==> src/design/swhl_pkg.sv <==
// ----------------------------------------------------------------------------
// swhl_pkg: shared definitions for the sliding-window high/low block
// Register indexes, configuration port widths and the control word that
// travels down the cell chain together with the running high and low.
// ----------------------------------------------------------------------------
package swhl_pkg;

  localparam int CFG_IDX_W  = 1;
  localparam int CFG_DATA_W = 7;

  localparam logic [CFG_IDX_W-1:0] CFG_WINDOW_LENGTH   = 1'd0;
  localparam logic [CFG_IDX_W-1:0] CFG_DROP_INCOMPLETE = 1'd1;

  // control word of the scan wave
  typedef struct packed {
    logic vld;   // wave is present at this stage
    logic full;  // window_length bars seen, current bar included
    logic emit;  // result is delivered at the end of the chain
  } swhl_wave_t;

endpackage

==> src/design/swhl_cell.sv <==
// ----------------------------------------------------------------------------
// swhl_cell: one history cell of the sliding-window chain
// Holds one past bar, shifted along on every accepted beat, and folds its
// bar into the running high/low of the scan wave when it lies in the window.
// ----------------------------------------------------------------------------
module swhl_cell #(
  parameter int PRICE_BITS = 32,
  parameter int CNT_W      = 7,
  parameter int IDX        = 0
) (
  input  logic                         clk,
  input  logic                         rst_n,
  input  logic                         shift_en,
  input  logic signed [PRICE_BITS-1:0] ent_hi_in,
  input  logic signed [PRICE_BITS-1:0] ent_lo_in,
  input  logic        [CNT_W-1:0]      span,
  input  swhl_pkg::swhl_wave_t         wave_in,
  input  logic signed [PRICE_BITS-1:0] acc_hi_in,
  input  logic signed [PRICE_BITS-1:0] acc_lo_in,
  output logic signed [PRICE_BITS-1:0] ent_hi_r,
  output logic signed [PRICE_BITS-1:0] ent_lo_r,
  output swhl_pkg::swhl_wave_t         wave_r,
  output logic signed [PRICE_BITS-1:0] acc_hi_r,
  output logic signed [PRICE_BITS-1:0] acc_lo_r
);

  localparam logic [CNT_W-1:0] MY_IDX = CNT_W'(IDX);

  logic                         in_window;
  logic signed [PRICE_BITS-1:0] acc_hi_nxt;
  logic signed [PRICE_BITS-1:0] acc_lo_nxt;

  // cell IDX holds the bar IDX beats old
  assign in_window  = (MY_IDX < span);
  assign acc_hi_nxt = (in_window && (ent_hi_r > acc_hi_in)) ? ent_hi_r : acc_hi_in;
  assign acc_lo_nxt = (in_window && (ent_lo_r < acc_lo_in)) ? ent_lo_r : acc_lo_in;

  always_ff @(posedge clk) begin
    if (shift_en) begin
      ent_hi_r <= ent_hi_in;
      ent_lo_r <= ent_lo_in;
    end
    if (wave_in.vld) begin
      acc_hi_r <= acc_hi_nxt;
      acc_lo_r <= acc_lo_nxt;
    end
  end

  always_ff @(posedge clk) begin
    if (!rst_n) begin
      wave_r <= '0;
    end else begin
      wave_r <= wave_in;
    end
  end

endmodule

==> config.mk <==
export PLATFORM = sky130hd
export DESIGN_NAME = swhl_cell
export DESIGN_NICKNAME = d
export VERILOG_FILES = /design/src/design/swhl_pkg.sv /design/src/design/swhl_cell.sv
export SDC_FILE = /design/constraint.sdc
export NUM_CORES = 1
export LEC_CHECK = 0
export BUFFER_PORTS_ARGS = -buffer_cell sky130_fd_sc_hd__buf_2
export CAP_MARGIN = 20
export CORE_MARGIN = 8
export CORE_UTILIZATION = 25
export DETAILED_ROUTE_END_ITERATION = 8
export MAX_ROUTING_LAYER = met4
export SLEW_MARGIN = 20
export SYNTH_ARGS = -nofsm -noshare
export SYNTH_HDL_FRONTEND = slang
export SYNTH_SLANG_ARGS = --single-unit
==> constraint.sdc <==
create_clock -name clk -period 3.9 [get_ports clk]
set_clock_uncertainty 0.15 [all_clocks]
set_input_delay 0.39 -clock clk [delete_from_list [all_inputs] [get_ports clk]]
set_output_delay 0.39 -clock clk [all_outputs]
set_load 0.03 [all_outputs]
==> results of run 1 <==
-- how the worst max path moves through the flow --
| stage | endpoint | cells after the start |
|---|---|---|
| 6_report | acc_lo_r[0] | 9 |
| 5_1_grt | acc_lo_r[0] | 9 |
| 4_1_cts | acc_lo_r[0] | 9 |
| 3_5_place_dp | acc_lo_r[0] | 11 |
| 3_3_place_gp | acc_lo_r[0] | 11 |
| 2_1_floorplan | acc_lo_r[10] | 9 |
-- area by class of cell --
class	count	area, µm²
timing repair buffer	338	2030
fill	2491	15900
clock inverter	12	91.3
antenna	2	5.00
sequential	131	3900
tap	330	413
multi-input combinational	230	2240
inverter	63	236
clock buffer	20	437
-- power breakdown --
| group | total (W) | switching, W | internal (W) |
|---|---|---|---|
| clock | 0.00148 | 0.000617 | 0.000865 |
| combinational | 0.00101 | 0.000584 | 0.000425 |
| sequential | 0.00179 | 0.0000676 | 0.00172 |
-- layout by cell type, fill, tap and decap left out, drive strengths merged, types with 5 or more instances in the layout --
master	instances
edfxtp	128
nand4	13
dlygate4sd3	63
buf	275
inv	63
a21oi	21
mux2	64
o21ai	6
clkinv	8
clkbuf	20
a21o	5
ha	63
nand3	9
nand2	8
nor2	9
-- cells by family after synthesis --
| logic type | count (synthesis) |
|---|---|
| AO/OA/AOI/OAI | 48 |
| multiplexers | 64 |
| AND/OR/NAND/NOR | 55 |
| flip-flops | 131 |
| adder cells (fa/ha/maj) | 63 |
| buffers and inverters | 69 |
-- sequential cells by signal (all words and copies together), names as in the netlist --
name / count
acc_hi_r: 32
acc_lo_r: 32
ent_hi_r: 32
ent_lo_r: 32
wave_r: 3
-- metrics by stage --
step	setup WS, ns	hold WS (ns)	instance area (µm²)	std cells
final	0.351	0.0370	9360	1126
after global routing	0.0610	0.0258	9360	1126
after CTS	0.264	0.00619	9360	1124
after detailed placement	0.191	0.418	8200	1029
after global placement	0.248	0.417	8200	1029
after floorplan	0.831	0.339	6440	430
-- timing repair --
item                       in CTS  in global routing
hold endpoints to repair       63                  0
setup endpoints to repair       0                  0
hold buffers                   63                  0
-- routing by layer --
metal | share of wire | wire (µm) | up-vias
met3 | 0.056 | 1080 | 14
met4 | 0.014 | 264 | 0
met1 | 0.42 | 8130 | 2205
met5 | 0 | 0 | -
met2 | 0.51 | 9890 | 146
li1 | - | - | 2325
==> qor.yml, run 1 <==
status: "finished, final reports clean"
fmax_mhz: 282
critPathTopFamily: "simple AND/OR/NAND/NOR gates"
synthMuxAreaShare: 0.129
ctsLongestPathBuffers: 2
grt.met3_usage: 0.0308
wl_um: 19400
grt_pass1_vias: 5210
crit_arrival_ns: 3.55
drt-pass1-iter-count: 4
cp_max_fo: 25
ant_nets: 0
dpl.hpwl_um: 14800
max_stage_delay_ns: 0.51
post_cts_buffers: 0
reg2reg_to: "acc_lo_r[0]"
die_y_um: 176
clk_latency_ns: 0.41
synth_cell_type_count: 39
worst_slew_margin_rel: 0.371
grt_usage: 0.124
layout-drive-gt1-share: 0.462
drc: 0
antenna_found_initial: 2
synth_fa_ha_area_frac: 0.122
hold_path_end: "wave_r[0]"
worstMarginPinSlew_ns: 0.944
finalPower_w: 0.00428
mappedNetlistNets: 634
numCtsBuffers: 17
io_pins: 272
r2r-start: "ent_lo_r[31]"
clockRootBuffer: "clkbuf_16"
synth_ff_type: "edfxtp_1"
cp-start-kind: "flip-flop"
htree_levels: 4
ir_drop_mv: 0.234
grtUsageMet2: 0.215
timing.final.crit_share: 0.910
vias: 4690
gr-total-overflow: 0
yosysTopAreaCell: "edfxtp_1"
hold_path.class: "input pin to flip-flop"
synth_edf_count: 128
synth-compound-area-share: 0.0465
synth.most_common_cell: "edfxtp_1"
layout_min_cycle_time_ns: 3.55
drv_cap: 0
path_class: "flip-flop to flip-flop"
worstHoldStart: "wave_in[0]"
ys_seq_elements: 131
place_congestion: 0.730
hold_viol: 0
synthXorXnorAreaFrac: 0
grt_pass1_wl_um: 28900
slowest_stage: "nor4_1"
die_w_um: 176
hold_depth: 2
yosys-top-cells-area: "edfxtp_1 (60%), ha_1 (12%), mux2_4 (7.0%)"
rsz0062_at_grt: "false"
cp_num_buf_inv: 1
vias_per_cell: 4.17
rows: 58
required_ns: 3.90
endpoint_kind: "flip-flop"
rrSetupSlack_ns: 0.35
final_util: 0.371
synth_common_cells: "edfxtp_1 (128), ha_1 (63), inv_1 (63)"
grt_start_max_net_pins: 66
r2r_cells: 9
slew_violations: 0
top_usage_layer: "met2"
die_area_mm2: 0.0311
start_util: 0.255
yosys_warnings: 0
drt-wirelength-per-cell_um: 17.2
final_nets: 985
core_mm2: 0.0253
p_leak_nw: 4.28
crit_chain: "ha_1, nand4_1, nor4_1, o21ai_1, a31oi_1, nor3_2, nor3_4, buf_4, mux2_1"
cts_num_sinks: 131
synth_top_area_share: 0.597
synthCells: 430
p_per_area_mw_per_mm2: 457
drt-initial-drc-count: 199
synth-simple-area-share: 0.0498
setup_tns_ns: 0
synth_area_mm2: 0.00644
avgSynthCellArea_um2: 15.0
cts_tree: "yes"
seq_area_frac_synth: 0.606
post_cts_resized: 0
synth_top_family_by_area: "multiplexers"
grtUsageMet1: 0.138
clkTransAtPathRegs_ns: 0.06
setup_viol: 0
io_buffers: 271
async_flop_share: 0
startpoint: "ent_lo_r[31]"
syn2layout_area_growth_pct: 45.4
No activity file was read; power rests on OpenSTA's default activity.
==> inputs of run 2 (changes only) <==
==> constraint.sdc (replaced) <==
create_clock -name clk -period 3.5 [get_ports clk]
set_clock_uncertainty 0.15 [all_clocks]
set_input_delay 0.35 -clock clk [delete_from_list [all_inputs] [get_ports clk]]
set_output_delay 0.35 -clock clk [all_outputs]
set_load 0.03 [all_outputs]
==> run 2 against run 1 <==
Register-to-register slack got worse by 0.11 ns. Critical path depth unchanged. Maximum frequency up 8.8%. Routed wire length up 0.34%. Worst hold slack improved by 0.053 ns. Design area grew 1.1%. Sequential share of layout area down 0.45 points. Via count increased by 1.5%. Setup slack got worse by 0.11 ns. Non-clock buffer count increased by 8. Global-route usage increased by 0.059 points. Critical path type unchanged. Largest power group unchanged.
==> qor.yml, run 2 (same netlist as run 1, synthesis figures left out) <==
vias: 4762  # +1.5%
io_buffers: 271  # unchanged
final_nets: 993  # +0.81%
required_ns: 3.51  # -0.39 ns
drt-initial-drc-count: 211  # +6.0%
final_common_cell: "buf_2"
htree_levels: 4  # unchanged
grt_usage: 0.125  # +0.000590
startpoint: "ent_lo_r[27]"
slew_violations: 0  # unchanged
ctsLongestPathBuffers: 2  # unchanged
grt_start_max_net_pins: 66  # unchanged
fmax_mhz: 307  # +8.8%
p_leak_nw: 4.34  # +1.4%
setup_viol: 0  # unchanged
cp-start-kind: "flip-flop"
worstMarginPinSlew_ns: 0.949  # +0.00517 ns
clk_latency_ns: 0.41  # about the same
layout_min_cycle_time_ns: 3.26  # -0.287 ns
antenna_found_initial: 2  # unchanged
start_util: 0.255  # unchanged
worstHoldStart: "acc_lo_in[0]"
dpl.hpwl_um: 14700  # -0.69%
gr-total-overflow: 0  # unchanged
layout-drive-gt1-share: 0.463  # about the same
crit_arrival_ns: 3.27  # -0.28 ns
wl_um: 19400  # +0.34%
hold_path.class: "input pin to flip-flop"
die_w_um: 176  # unchanged
setup_tns_ns: 0  # unchanged
endpoint_kind: "flip-flop"
cp_max_fo: 25  # unchanged
die_area_mm2: 0.0311  # unchanged
p_switching_w: 0.00142  # +12%
timing.final.crit_share: 0.932  # +0.0221
switching_share: 0.297  # +0.000485
vias_per_cell: 4.20  # +0.82%
p_clk_frac: 0.345  # about the same
clkTransAtPathRegs_ns: 0.06  # about the same
layout_common_cells: "buf_2 (269), edfxtp_1 (128), dlygate4sd3_1 (69)"
pwr-share-seq: 0.416  # -0.002
path_class: "flip-flop to flip-flop"
ant_nets: 0  # unchanged
cts_num_sinks: 131  # unchanged
p_comb_frac: 0.239  # +0.003
rsz0062_at_grt: "false"
finalWorstSetupSlack_ns: 0.238  # -0.113 ns
cts_tree: "yes"
drv_cap: 0  # unchanged
placed_area_mm2: 0.00822  # +0.24%
grt_pass1_wl_um: 28900  # +0.26%
hold_viol: 0  # unchanged
worst_slew_margin_rel: 0.367  # -0.00345
place_congestion: 0.743  # +1.8%
grt_pass1_vias: 5156  # -1.0%
status: "finished, final reports clean"
core_mm2: 0.0253  # unchanged
rows: 58  # unchanged
numCtsBuffers: 17  # unchanged
post-route-cell-area_mm2: 0.00946  # +1.1%
drt-pass1-iter-count: 4  # unchanged
p_per_area_mw_per_mm2: 506  # +11%
die_y_um: 176  # unchanged
r2r-start: "ent_lo_r[27]"
dp_slack_ns: -0.0206  # -0.211 ns
clockRootBuffer: "clkbuf_16"
whs_ns: 0.0898  # +0.0529 ns
internal_power_w: 0.00337  # +12%
drt-wirelength-per-cell_um: 17.1  # -0.37%
syn2layout_area_growth_pct: 47.0
drc: 0  # unchanged
io_pins: 272  # unchanged
final_util: 0.375  # +0.00401
ir_drop_mv: 0.223  # -4.8%
run 2: area by class of cell:
cell class / instances / area, µm²
diodes: 2 / 5.00
clock buffers: 19 / 433
clock inverters: 13 / 93.8
fillers: 2465 / 15800
inverters: 63 / 236
multi-input cells: 230 / 2260
flip-flops and latches: 131 / 3900
well taps: 330 / 413
repair buffers: 346 / 2120
run 2: through the flow:
step	instances	total power (W)
after global routing	1134	0.00499
final	1134	0.00479
after detailed placement	1030	0.00312
after CTS	1131	0.00485
after floorplan	430	0.00274
after global placement	1030	0.00310
run 2: routing by layer:
layer	global-route usage	wire, µm
met1	0.141	8170
met5	-	0
met3	0.0340	1040
met4	0.0417	286
met2	0.211	9920
run 2: path summary, 6_finish.rpt:
check / cells after the start / slack [ns] / endpoint
max reg2reg: 9 / 0.24 / acc_lo_r[0]
min reg2reg: 1 / 0.45 / acc_lo_r[31]
max: 9 / 0.24 / acc_lo_r[0]
min: 2 / 0.09 / acc_lo_r[0]
run 2: repair_timing:
| item | 4_1_cts | 5_1_grt |
|---|---|---|
| buffers inserted | 0 | 1 |
| endpoints found under the hold margin | 67 | 0 |
| resized for setup | 0 | 2 |
| hold buffers | 69 | 0 |
| endpoints found under the setup margin | 0 | 32 |
run 2: power by group through the flow:
stage	Sequential (W)	Combinational, W	Clock (W)
finish	0.00199	0.00114	0.00165
global route	0.00201	0.00123	0.00175
CTS	0.00200	0.00116	0.00170
detailed placement	0.00203	0.00109	0
global placement	0.00202	0.00108	0
floorplan	0.00231	0.000424	0
run 2: critical path, cell delays in order, from the launching register on:
cell and delay [ns]:
edfxtp_1 0.42, ha_1 0.34, nand4_1 0.29, nor4_4 0.42, o21ai_1 0.13, a31oi_1 0.33
nor3_2 0.10, nor3_4 0.22, buf_12 0.25, mux2_1 0.34
